==> config.mk <==
export PLATFORM = sky130hd
export DESIGN_NAME = line_follow_steering_controller_core
export DESIGN_NICKNAME = d
export VERILOG_FILES = /design/src/hdl/lfsc_pkg.sv /design/src/hdl/lfsc_div.sv /design/src/hdl/line_follow_steering_controller_core.sv
export SDC_FILE = /design/constraint.sdc
export NUM_CORES = 2
export LEC_CHECK = 0
export BUFFER_PORTS_ARGS = -buffer_cell sky130_fd_sc_hd__clkbuf_2
export CAP_MARGIN = 0
export CELL_PAD_IN_SITES_DETAIL_PLACEMENT = 1
export CELL_PAD_IN_SITES_GLOBAL_PLACEMENT = 1
export CORE_MARGIN = 3
export CORE_UTILIZATION = 40
export DETAILED_ROUTE_END_ITERATION = 12
export PLACE_DENSITY = 0.75
export SLEW_MARGIN = 10
export SYNTH_ARGS = -nofsm -noshare
export SYNTH_HDL_FRONTEND = slang
export SYNTH_SLANG_ARGS = --single-unit
==> constraint.sdc <==
create_clock -name i_clk -period 24.7 [get_ports i_clk]
set_input_delay 3.705 -clock i_clk [delete_from_list [all_inputs] [get_ports i_clk]]
set_output_delay 3.705 -clock i_clk [all_outputs]
set_load 0.03 [all_outputs]
==> src/hdl/lfsc_pkg.sv <==
// shared constants, types and helpers for the line follow steering controller
package lfsc_pkg;

    localparam int SENSOR_COUNT = 8;
    localparam int LVL_W        = 12;
    localparam int CAL_W        = 16;
    localparam int CFG_W        = 64;
    localparam int CFG_IDX_W    = 4;
    localparam int GAIN_W       = 14;
    localparam int POS_W        = 14;
    localparam int DRV_W        = 15;
    localparam int NLVL_W       = 13;
    localparam int WSUM_W       = 18;
    localparam int OSUM_W       = 16;
    localparam int DIV_NUM_W    = 28;
    localparam int DIV_DEN_W    = 16;
    localparam int DIV_CNT_W    = 5;
    localparam int IN_DATA_W    = 104;
    localparam int OUT_DATA_W   = 48;

    localparam int FULL_LEVEL   = 4096;
    localparam int FIX_SHIFT    = 10;
    localparam int INTEG_LIMIT  = 5120;
    localparam int TURN_MAX     = 100;
    localparam int SPEED_HI     = 90;
    localparam int SPEED_LO     = 30;
    localparam int SPEED_SPAN   = SPEED_HI - SPEED_LO;
    localparam int BASE_SCALE   = 1500 / 100;
    localparam int ADJ_SCALE    = 600 / TURN_MAX;
    localparam int LOST_LIMIT   = 5;
    localparam int RECIP7       = 2341;
    localparam int RECIP7_SHIFT = 14;

    // register indexes
    localparam logic [CFG_IDX_W-1:0] REG_PROP_GAIN  = 4'd0;
    localparam logic [CFG_IDX_W-1:0] REG_INTEG_GAIN = 4'd1;
    localparam logic [CFG_IDX_W-1:0] REG_DERIV_GAIN = 4'd2;
    localparam logic [CFG_IDX_W-1:0] REG_ANALOG     = 4'd3;
    localparam logic [CFG_IDX_W-1:0] REG_WHITE_LO   = 4'd4;
    localparam logic [CFG_IDX_W-1:0] REG_WHITE_HI   = 4'd5;
    localparam logic [CFG_IDX_W-1:0] REG_BLACK_LO   = 4'd6;
    localparam logic [CFG_IDX_W-1:0] REG_BLACK_HI   = 4'd7;

    localparam logic [CFG_W-1:0] WHITE_LO_RST = 64'd659783908251468931;
    localparam logic [CFG_W-1:0] WHITE_HI_RST = 64'd399701858682997008;
    localparam logic [CFG_W-1:0] BLACK_LO_RST = 64'd20266507565531203;
    localparam logic [CFG_W-1:0] BLACK_HI_RST = 64'd18014712046944329;

    typedef struct packed {
        logic                 start;
        logic [DIV_NUM_W-1:0] num;
        logic [DIV_DEN_W-1:0] den;
    } t_div_req;

    typedef struct packed {
        logic                 done;
        logic [DIV_NUM_W-1:0] quot;
    } t_div_rsp;

    // divide by 1024, truncating toward zero
    function automatic logic signed [31:0] f_div_fix(input logic signed [31:0] v);
        logic signed [31:0] t;
        t = v + ((v < 0) ? 32'sd1023 : 32'sd0);
        return t >>> FIX_SHIFT;
    endfunction

endpackage

==> src/hdl/lfsc_div.sv <==
// bit-serial restoring divider, one quotient bit per cycle
module lfsc_div import lfsc_pkg::*; (
    input  logic     i_clk,
    input  logic     i_rst_n,
    input  t_div_req i_req,
    output t_div_rsp o_rsp
);

    logic                 r_busy;
    logic                 r_done;
    logic [DIV_CNT_W-1:0] r_cnt;
    logic [DIV_NUM_W-1:0] r_num;
    logic [DIV_DEN_W-1:0] r_rem;
    logic [DIV_DEN_W-1:0] r_den;

    logic [DIV_DEN_W:0]   c_trial;
    logic                 c_fit;

    assign c_trial = {r_rem, r_num[DIV_NUM_W-1]};
    assign c_fit   = c_trial >= {1'b0, r_den};

    always_ff @(posedge i_clk) begin
        if (!i_rst_n) begin
            r_busy <= 1'b0;
            r_done <= 1'b0;
        end else begin
            r_done <= 1'b0;
            if (i_req.start) begin
                r_busy <= 1'b1;
                r_cnt  <= DIV_CNT_W'(DIV_NUM_W - 1);
                r_num  <= i_req.num;
                r_den  <= i_req.den;
                r_rem  <= '0;
            end else if (r_busy) begin
                r_rem <= c_fit ? DIV_DEN_W'(c_trial - {1'b0, r_den})
                               : c_trial[DIV_DEN_W-1:0];
                r_num <= {r_num[DIV_NUM_W-2:0], c_fit};
                r_cnt <= r_cnt - 1'b1;
                if (r_cnt == '0) begin
                    r_busy <= 1'b0;
                    r_done <= 1'b1;
                end
            end
        end
    end

    assign o_rsp.done = r_done;
    assign o_rsp.quot = r_num;

endmodule

==> src/hdl/line_follow_steering_controller_core.sv <==
// top level: sensor weighting, pid steering and drive output for a line follower
//
// One request carries a sample of eight line sensors and gives one drive result.
// Channels are worked one at a time from a shift register; in analog mode a channel
// that lies between its black and white levels is normalized by the shared 28-step
// bit-serial divider, and the line position takes one more pass through it unless
// the total weight is zero (e.g. digital mode with no line bit set), in which case
// the position division is skipped. The three pid products share one multiplier,
// one product in each of the states S_MP, S_MD and S_MI. A new request is taken
// once the previous one has finished, even while its result waits.
module line_follow_steering_controller_core import lfsc_pkg::*; (
    input  logic                  i_clk,
    input  logic                  i_rst_n,
    input  logic                  i_s_axis_tvalid,
    output logic                  o_s_axis_tready,
    // level_ch0..level_ch7 (12 bits each), line_bits (8)
    input  logic [IN_DATA_W-1:0]  i_s_axis_tdata,
    output logic                  o_m_axis_tvalid,
    input  logic                  i_m_axis_tready,
    // left_drive (15), right_drive (15), line_position (14), lost_override (1), zero pad
    output logic [OUT_DATA_W-1:0] o_m_axis_tdata,
    input  logic                  i_cfg_valid,
    output logic                  o_cfg_ready,
    input  logic [CFG_IDX_W-1:0]  i_cfg_index,
    input  logic [CFG_W-1:0]      i_cfg_data
);

    typedef enum logic [3:0] {
        S_IDLE, S_CH, S_CHW, S_POS, S_POSW, S_MP, S_MD, S_MI, S_FIN
    } t_state;

    t_state r_state;

    // configuration
    logic [GAIN_W-1:0] r_prop_gain, r_integ_gain, r_deriv_gain;
    logic              r_analog;
    logic [CFG_W-1:0]  r_white_lo, r_white_hi, r_black_lo, r_black_hi;

    // controller state
    logic signed [POS_W-1:0] r_integ, r_prev_err, r_prev_pos, r_pos;
    logic [2:0]              r_lost;

    // per-item working registers
    logic [SENSOR_COUNT*LVL_W-1:0] r_lv_sh;
    logic [SENSOR_COUNT-1:0]       r_bits_sh;
    logic [SENSOR_COUNT-1:0]       r_line;
    logic [2:0]                    r_ch;
    logic signed [WSUM_W-1:0]      r_wsum;
    logic [OSUM_W-1:0]             r_osum;
    logic signed [31:0]            r_prod, r_acc;

    logic                  r_out_valid;
    logic [OUT_DATA_W-1:0] r_out_data;

    t_div_req div_req;
    t_div_rsp div_rsp;

    lfsc_div u_div (
        .i_clk   (i_clk),
        .i_rst_n (i_rst_n),
        .i_req   (div_req),
        .o_rsp   (div_rsp)
    );

    // channel normalization
    logic [CFG_W-1:0]  c_wh_word, c_bk_word;
    logic [CAL_W-1:0]  c_wh, c_bk, c_v;
    logic [NLVL_W-1:0] c_lv, c_lv_sel, c_b;
    logic              c_need_div, c_acc;
    logic signed [4:0] c_weight;
    logic signed [WSUM_W-1:0] c_wb;

    always_comb begin
        c_wh_word  = r_ch[2] ? r_white_hi : r_white_lo;
        c_bk_word  = r_ch[2] ? r_black_hi : r_black_lo;
        c_wh       = c_wh_word[r_ch[1:0]*CAL_W +: CAL_W];
        c_bk       = c_bk_word[r_ch[1:0]*CAL_W +: CAL_W];
        c_v        = {4'b0, r_lv_sh[LVL_W-1:0]};
        c_need_div = 1'b0;
        if (!r_analog) begin
            c_lv = r_bits_sh[0] ? '0 : NLVL_W'(FULL_LEVEL);
        end else if (c_v <= c_bk) begin
            c_lv = '0;
        end else if (c_v >= c_wh) begin
            c_lv = NLVL_W'(FULL_LEVEL);
        end else begin
            c_lv       = '0;
            c_need_div = 1'b1;
        end
        c_lv_sel = (r_state == S_CHW) ? div_rsp.quot[NLVL_W-1:0] : c_lv;
        c_b      = NLVL_W'(FULL_LEVEL) - c_lv_sel;
        c_weight = $signed({1'b0, r_ch, 1'b0}) - 5'sd7;
        c_wb     = WSUM_W'($signed({1'b0, c_b}) * c_weight);
        c_acc    = ((r_state == S_CH) && !c_need_div)
                || ((r_state == S_CHW) && div_rsp.done);
    end

    // position and integral
    logic [WSUM_W-1:0]       c_wabs;
    logic signed [POS_W-1:0] c_pos_new, c_err_new;
    logic signed [POS_W:0]   c_isum;
    logic signed [POS_W-1:0] c_integ_new;
    logic                    c_pos_done;

    always_comb begin
        c_wabs     = r_wsum[WSUM_W-1] ? WSUM_W'(-r_wsum) : WSUM_W'(r_wsum);
        c_pos_new  = r_prev_pos;
        if (r_state == S_POSW) begin
            c_pos_new = r_wsum[WSUM_W-1] ? -$signed(div_rsp.quot[POS_W-1:0])
                                         : $signed(div_rsp.quot[POS_W-1:0]);
        end
        c_pos_done = ((r_state == S_POS) && (r_osum == '0))
                  || ((r_state == S_POSW) && div_rsp.done);
        c_err_new  = -c_pos_new;
        c_isum     = (POS_W+1)'(r_integ) + (POS_W+1)'(c_err_new);
        if (c_isum > INTEG_LIMIT) begin
            c_integ_new = POS_W'(INTEG_LIMIT);
        end else if (c_isum < -INTEG_LIMIT) begin
            c_integ_new = POS_W'(-INTEG_LIMIT);
        end else begin
            c_integ_new = POS_W'(c_isum);
        end
    end

    always_comb begin
        div_req = '0;
        if ((r_state == S_CH) && c_need_div) begin
            div_req.start = 1'b1;
            div_req.num   = DIV_NUM_W'({c_v[LVL_W-1:0] - c_bk[LVL_W-1:0], 12'b0});
            div_req.den   = c_wh - c_bk;
        end else if ((r_state == S_POS) && (r_osum != '0)) begin
            div_req.start = 1'b1;
            div_req.num   = DIV_NUM_W'({c_wabs, 10'b0});
            div_req.den   = r_osum;
        end
    end

    // shared pid multiplier operands
    logic signed [POS_W-1:0] c_err;
    logic signed [31:0]      c_ma, c_mb;

    always_comb begin
        c_err = -r_pos;
        c_ma  = 32'($signed({1'b0, r_prop_gain}));
        c_mb  = 32'(c_err);
        unique case (r_state)
            S_MD: begin
                c_ma = 32'($signed({1'b0, r_deriv_gain}));
                c_mb = 32'(c_err) - 32'(r_prev_err);
            end
            S_MI: begin
                c_ma = 32'($signed({1'b0, r_integ_gain}));
                c_mb = 32'(r_integ);
            end
            default: begin
                c_ma = 32'($signed({1'b0, r_prop_gain}));
                c_mb = 32'(c_err);
            end
        endcase
    end

    // final steering
    logic signed [31:0]      c_sum;
    logic signed [7:0]       c_turn;
    logic [POS_W-1:0]        c_pabs;
    logic [18:0]             c_x;
    logic [8:0]              c_y;
    logic [19:0]             c_yq;
    logic [6:0]              c_speed;
    logic [3:0]              c_cnt;
    logic                    c_left, c_right, c_forced;
    logic [2:0]              c_lost_new;
    logic signed [DRV_W:0]   c_base, c_adj, c_sl, c_sr;

    always_comb begin
        c_sum  = r_acc + f_div_fix(r_prod);
        if (c_sum > TURN_MAX) begin
            c_turn = 8'(TURN_MAX);
        end else if (c_sum < -TURN_MAX) begin
            c_turn = -8'(TURN_MAX);
        end else begin
            c_turn = 8'(c_sum);
        end
        c_pabs  = r_pos[POS_W-1] ? POS_W'(-r_pos) : POS_W'(r_pos);
        c_x     = 19'(c_pabs) * 19'(SPEED_SPAN);
        c_y     = c_x[18:FIX_SHIFT];
        c_yq    = 20'(c_y) * 20'(RECIP7);
        c_speed = 7'(SPEED_HI) - 7'(c_yq[19:RECIP7_SHIFT]);
        c_cnt   = '0;
        for (int k = 0; k < SENSOR_COUNT; k++) begin
            c_cnt = c_cnt + 4'(r_line[k]);
        end
        c_left     = r_line[1:0] != '0;
        c_right    = r_line[7:6] != '0;
        c_forced   = 1'b0;
        c_lost_new = '0;
        if (c_cnt == '0) begin
            c_lost_new = (r_lost == 3'd7) ? r_lost : r_lost + 1'b1;
            if (c_lost_new > 3'(LOST_LIMIT)) begin
                c_speed  = 7'(SPEED_LO);
                c_turn   = r_pos[POS_W-1] ? 8'(TURN_MAX) : -8'(TURN_MAX);
                c_forced = 1'b1;
            end
        end else if (c_cnt <= 4'd2 && c_left && !c_right) begin
            c_speed  = 7'(SPEED_LO);
            c_turn   = 8'(TURN_MAX);
            c_forced = 1'b1;
        end else if (c_cnt <= 4'd2 && c_right && !c_left) begin
            c_speed  = 7'(SPEED_LO);
            c_turn   = -8'(TURN_MAX);
            c_forced = 1'b1;
        end
        // both sums stay inside the drive limit, so no clamp is needed
        c_base = (DRV_W+1)'(c_speed) * (DRV_W+1)'(BASE_SCALE);
        c_adj  = (DRV_W+1)'(c_turn) * (DRV_W+1)'(ADJ_SCALE);
        c_sl   = c_base - c_adj;
        c_sr   = c_base + c_adj;
    end

    logic c_load;
    assign c_load = (r_state == S_FIN) && (!r_out_valid || i_m_axis_tready);

    always_ff @(posedge i_clk) begin
        if (!i_rst_n) begin
            r_state      <= S_IDLE;
            r_prop_gain  <= GAIN_W'(10);
            r_integ_gain <= '0;
            r_deriv_gain <= GAIN_W'(50);
            r_analog     <= 1'b0;
            r_white_lo   <= WHITE_LO_RST;
            r_white_hi   <= WHITE_HI_RST;
            r_black_lo   <= BLACK_LO_RST;
            r_black_hi   <= BLACK_HI_RST;
            r_integ      <= '0;
            r_prev_err   <= '0;
            r_prev_pos   <= '0;
            r_lost       <= '0;
            r_out_valid  <= 1'b0;
        end else begin
            if (i_cfg_valid) begin
                unique case (i_cfg_index)
                    REG_PROP_GAIN:  r_prop_gain  <= i_cfg_data[GAIN_W-1:0];
                    REG_INTEG_GAIN: r_integ_gain <= i_cfg_data[GAIN_W-1:0];
                    REG_DERIV_GAIN: r_deriv_gain <= i_cfg_data[GAIN_W-1:0];
                    REG_ANALOG:     r_analog     <= i_cfg_data[0];
                    REG_WHITE_LO:   r_white_lo   <= i_cfg_data;
                    REG_WHITE_HI:   r_white_hi   <= i_cfg_data;
                    REG_BLACK_LO:   r_black_lo   <= i_cfg_data;
                    REG_BLACK_HI:   r_black_hi   <= i_cfg_data;
                    default: ;
                endcase
            end

            if (r_out_valid && i_m_axis_tready && !c_load) begin
                r_out_valid <= 1'b0;
            end

            if (c_acc) begin
                r_wsum    <= r_wsum + c_wb;
                r_osum    <= r_osum + OSUM_W'(c_b);
                r_lv_sh   <= r_lv_sh >> LVL_W;
                r_bits_sh <= r_bits_sh >> 1;
                r_ch      <= r_ch + 1'b1;
            end

            if (c_pos_done) begin
                r_pos   <= c_pos_new;
                r_integ <= c_integ_new;
            end

            unique case (r_state)
                S_IDLE: begin
                    if (i_s_axis_tvalid) begin
                        r_lv_sh   <= i_s_axis_tdata[SENSOR_COUNT*LVL_W-1:0];
                        r_bits_sh <= i_s_axis_tdata[IN_DATA_W-1 -: SENSOR_COUNT];
                        r_line    <= i_s_axis_tdata[IN_DATA_W-1 -: SENSOR_COUNT];
                        r_ch      <= '0;
                        r_wsum    <= '0;
                        r_osum    <= '0;
                        r_state   <= S_CH;
                    end
                end
                S_CH: begin
                    if (c_need_div) begin
                        r_state <= S_CHW;
                    end else if (r_ch == 3'd7) begin
                        r_state <= S_POS;
                    end
                end
                S_CHW: begin
                    if (div_rsp.done) begin
                        r_state <= (r_ch == 3'd7) ? S_POS : S_CH;
                    end
                end
                S_POS: begin
                    r_state <= (r_osum == '0) ? S_MP : S_POSW;
                end
                S_POSW: begin
                    if (div_rsp.done) begin
                        r_state <= S_MP;
                    end
                end
                S_MP: begin
                    r_prod  <= c_ma * c_mb;
                    r_state <= S_MD;
                end
                S_MD: begin
                    r_acc   <= f_div_fix(r_prod);
                    r_prod  <= c_ma * c_mb;
                    r_state <= S_MI;
                end
                S_MI: begin
                    r_acc   <= r_acc + f_div_fix(r_prod);
                    r_prod  <= c_ma * c_mb;
                    r_state <= S_FIN;
                end
                S_FIN: begin
                    if (c_load) begin
                        r_out_valid <= 1'b1;
                        r_out_data  <= {3'b0, c_forced, r_pos,
                                        DRV_W'(c_sr), DRV_W'(-c_sl)};
                        r_prev_err  <= c_err;
                        r_prev_pos  <= r_pos;
                        r_lost      <= c_lost_new;
                        r_state     <= S_IDLE;
                    end
                end
                default: r_state <= S_IDLE;
            endcase
        end
    end

    assign o_s_axis_tready = (r_state == S_IDLE);
    assign o_m_axis_tvalid = r_out_valid;
    assign o_m_axis_tdata  = r_out_data;
    assign o_cfg_ready     = 1'b1;

endmodule

==> results_dict.tcl <==
set metrics [dict create \
    drc 0 \
    clockRootBuffer "clkbuf_16" \
    die_area_sq_mm 0.1332 \
    chipWidth_microns 365.0 \
    placementRows 131 \
    wire_per_inst_microns 20.77 \
    synth_top_family_by_area "adder cells" \
    slew_violations 0 \
    muxShareOfSynthArea_pct 4.689 \
    min_to "r_black_hi[15]" \
    slew_headroom_pct 26.50 \
    status "finished clean" \
    nFillCells 14820 \
    core_region_area_sq_mm 0.1277 \
    async_flop_share_pct 0 \
    clock_latency_ns 0.72 \
    routed_wl_microns 156000 \
    gp_congestion 0.8787 \
    synthDistinctLibCells 98 \
    synth_xor_area_share_pct 4.526 \
    grt_usage_pct 23.24 \
    placed_cells 7356 \
    worst_slew_pin_slew_ns 1.102 \
    cts_hold_buf 0 \
    cts_setup_buffers 0 \
    firstDrtPassIters 7 \
    cts_max_level 3 \
    clkSlewWorstSetupHoldPaths_ns 0.06 \
    holdPathStages 2 \
    reg2reg_to "o_m_axis_tdata[13]" \
    crit_path_max_fanout 10 \
    synth_compound_area_share_pct 13.63 \
    nets 6628 \
    crit_path_frequent_cell "inv_1" \
    peakVddDrop_mv 0.1117 \
    grt_pass1_wl_microns 247300 \
    reg2reg_slack_ns 11.06 \
    clock-sinks 684 \
    synth_flop_cell "dfxtp_1" \
    postPlaceCellArea_sq_mm 0.05428 \
    crit_type "reg -> reg" \
    instances_no_fill 7510 \
    cp_slowest_cell "edfxtp_1" \
    synth-simple-area-share_pct 16.90 \
    maxCapViolations 0 \
    ant_nets 0 \
    viasPerCell 5.578 \
    die_h_microns 365.0 \
    avgSynthCellArea_sq_um 9.070 \
    first_global_vias 44010 \
    vias 41890 \
    antenna_found_initial 13 \
    layout_commonest_cell "nand2_1" \
    crit_path_end_kind "flip-flop" \
    finalWorstSetupSlack_ns 11.06 \
    final_cell_area_sq_mm 0.05692 \
    power_density_mw_per_mm2 83.96 \
    drive_gt1_share_pct 9.321 \
    area_delta_synth_final_pct 10.40 \
    period_minus_slack_ns 13.64 \
    grt_max_degree 210 \
    hp-start "r_black_hi[15]" \
    r2r_cells 50 \
    start_util_pct 40.38 \
    dp_hpwl_microns 114300 \
    ys_warn_count 0 \
    finalClockSkew_ns 0.04771 \
    cts_tree "built" \
    numCtsBuffers 78 \
    synth-seq-cells 684 \
    preCtsSetupSlack_ns 11.05 \
    synth_fa_ha_area_share_pct 21.03 \
    critPathRequiredTime_ns 25.14 \
    period_share_pct 55.22 \
    cts_buffer_depth 3 \
    pin_count 228 \
    rsz0062_at_grt "false" \
    grt.overflow.total 0 \
    tns_ns 0 \
    max_stage_delay_ns 0.57 \
    drt_iter0_markers 2499 \
    syn_inst 5684 \
    cp-start-kind "flip-flop" \
    finalSetupViolCount 0 \
    worstReg2RegStart "r_pos[0]" \
    final_cell_mix "1052 x nand2_1, 549 x inv_1, 470 x a21oi_1" \
    cts_repair_resize_count 0 \
    hold_viol_final 0 \
    max_freq_mhz 73.32 \
    power.leakage_nw 24.24 \
    port_buffers 223 \
    ys_seq_area_share_pct 33.04 \
    synth_edf_count 334 \
    critPathArrivalTime_ns 14.08 \
    hold_class "reg -> reg" \
    syn_area_sq_mm 0.05156 \
]
==> power by group <==
part / switching (mW) / total (mW) / internal (mW)
Clock: 0.515 / 1.20 / 0.689
Combinational: 1.24 / 2.16 / 0.919
Sequential: 0.0540 / 1.42 / 1.36
Total: 1.81 / 4.78 / 2.97
==> cells in the mapped netlist (all sizes together) (151+ instances only) <==
master | n | area, sq um
dfxtp | 350 | 7007
nand3 | 151 | 755.7
inv | 549 | 2061
ha | 372 | 4654
a21oi | 473 | 2371
edfxtp | 334 | 10030
nand2 | 1054 | 3956
o21ai | 165 | 825.8
xnor2 | 175 | 1563
nor2 | 318 | 1194
fa | 305 | 6106
clkbuf | 235 | 882.1
==> layout make-up <==
cell class | count | area (sq um) | share of cell area (%)
multi-input cells | 4171 | 31450 | 55.25
diodes | 12 | 30.03 | 0.05276
clock buffers | 116 | 2281 | 4.007
repair buffers | 288 | 1639 | 2.880
clock inverters | 26 | 330.3 | 0.5803
well taps | 1662 | 2079 | 3.653
inverters | 551 | 2076 | 3.647
flip-flops and latches | 684 | 17040 | 29.93
==> how the worst max path moves through the flow <==
| stage | to | from | depth (start not counted) |
|---|---|---|---|
| floorplan | o_m_axis_tdata[11] | r_pos[0] | 50 |
| global placement | o_m_axis_tdata[13] | r_pos[0] | 50 |
| detailed placement | o_m_axis_tdata[13] | r_pos[0] | 50 |
| CTS | o_m_axis_tdata[13] | r_pos[0] | 50 |
| global route | o_m_axis_tdata[11] | r_pos[0] | 50 |
| finish | o_m_axis_tdata[13] | r_pos[0] | 50 |
==> sequential cells by signal, summed over array words and instances (netlist names), 16 cells and up <==
| register | flops |
|---|---|
| r_osum | 16 |
| r_white_hi | 64 |
| r_wsum | 18 |
| r_lv_sh | 96 |
| r_black_lo | 64 |
| u_div.r_den | 16 |
| r_prod | 32 |
| r_acc | 32 |
| o_m_axis_tdata | 42 |
| u_div.r_num | 28 |
| r_black_hi | 64 |
| u_div.r_rem | 16 |
| r_white_lo | 64 |
==> critical path: cells and delay by family, from the launching register on <==
kind	cells	cell delay [ns]
buf+inv	10	1.00
simple gates	8	2.37
compound gates	15	3.08
flops	1	0.57
fa+ha+maj	13	4.81
xor+xnor	4	1.52
==> logic make-up (layout without fill, tap and decap cells) <==
| kind of cell | after synthesis | in the layout |
|---|---|---|
| AOI/OAI and AO/OA | 1095 | 1095 |
| xor gates and xnor gates | 263 | 263 |
| adders and majority gates | 685 | 685 |
| buffers and inverters | 831 | 981 |
| DFF | 684 | 684 |
| muxes | 160 | 160 |
| other | 2 | 16 |
| and+or+nand+nor | 1964 | 1964 |
==> per-stage QoR <==
stage	total power, mW	hold WS (ns)	util (%)
CTS	4.812	0.4535	44.56
global route	5.131	0.4673	44.57
detailed placement	3.589	0.4449	42.51
global placement	3.489	0.4385	42.51
floorplan	3.080	0.4206	-
finish	4.779	0.4521	44.58
==> routing by layer <==
metal  GRT usage, %  up-vias  routed length (microns)
li1               -    19700                        -
met1          29.40    21210                    66820
met2          41.24      775                    78850
met3          3.242      201                     5983
met4          6.704        2                     4296
met5              0        -                       10
(Power assumes the default switching activity.)
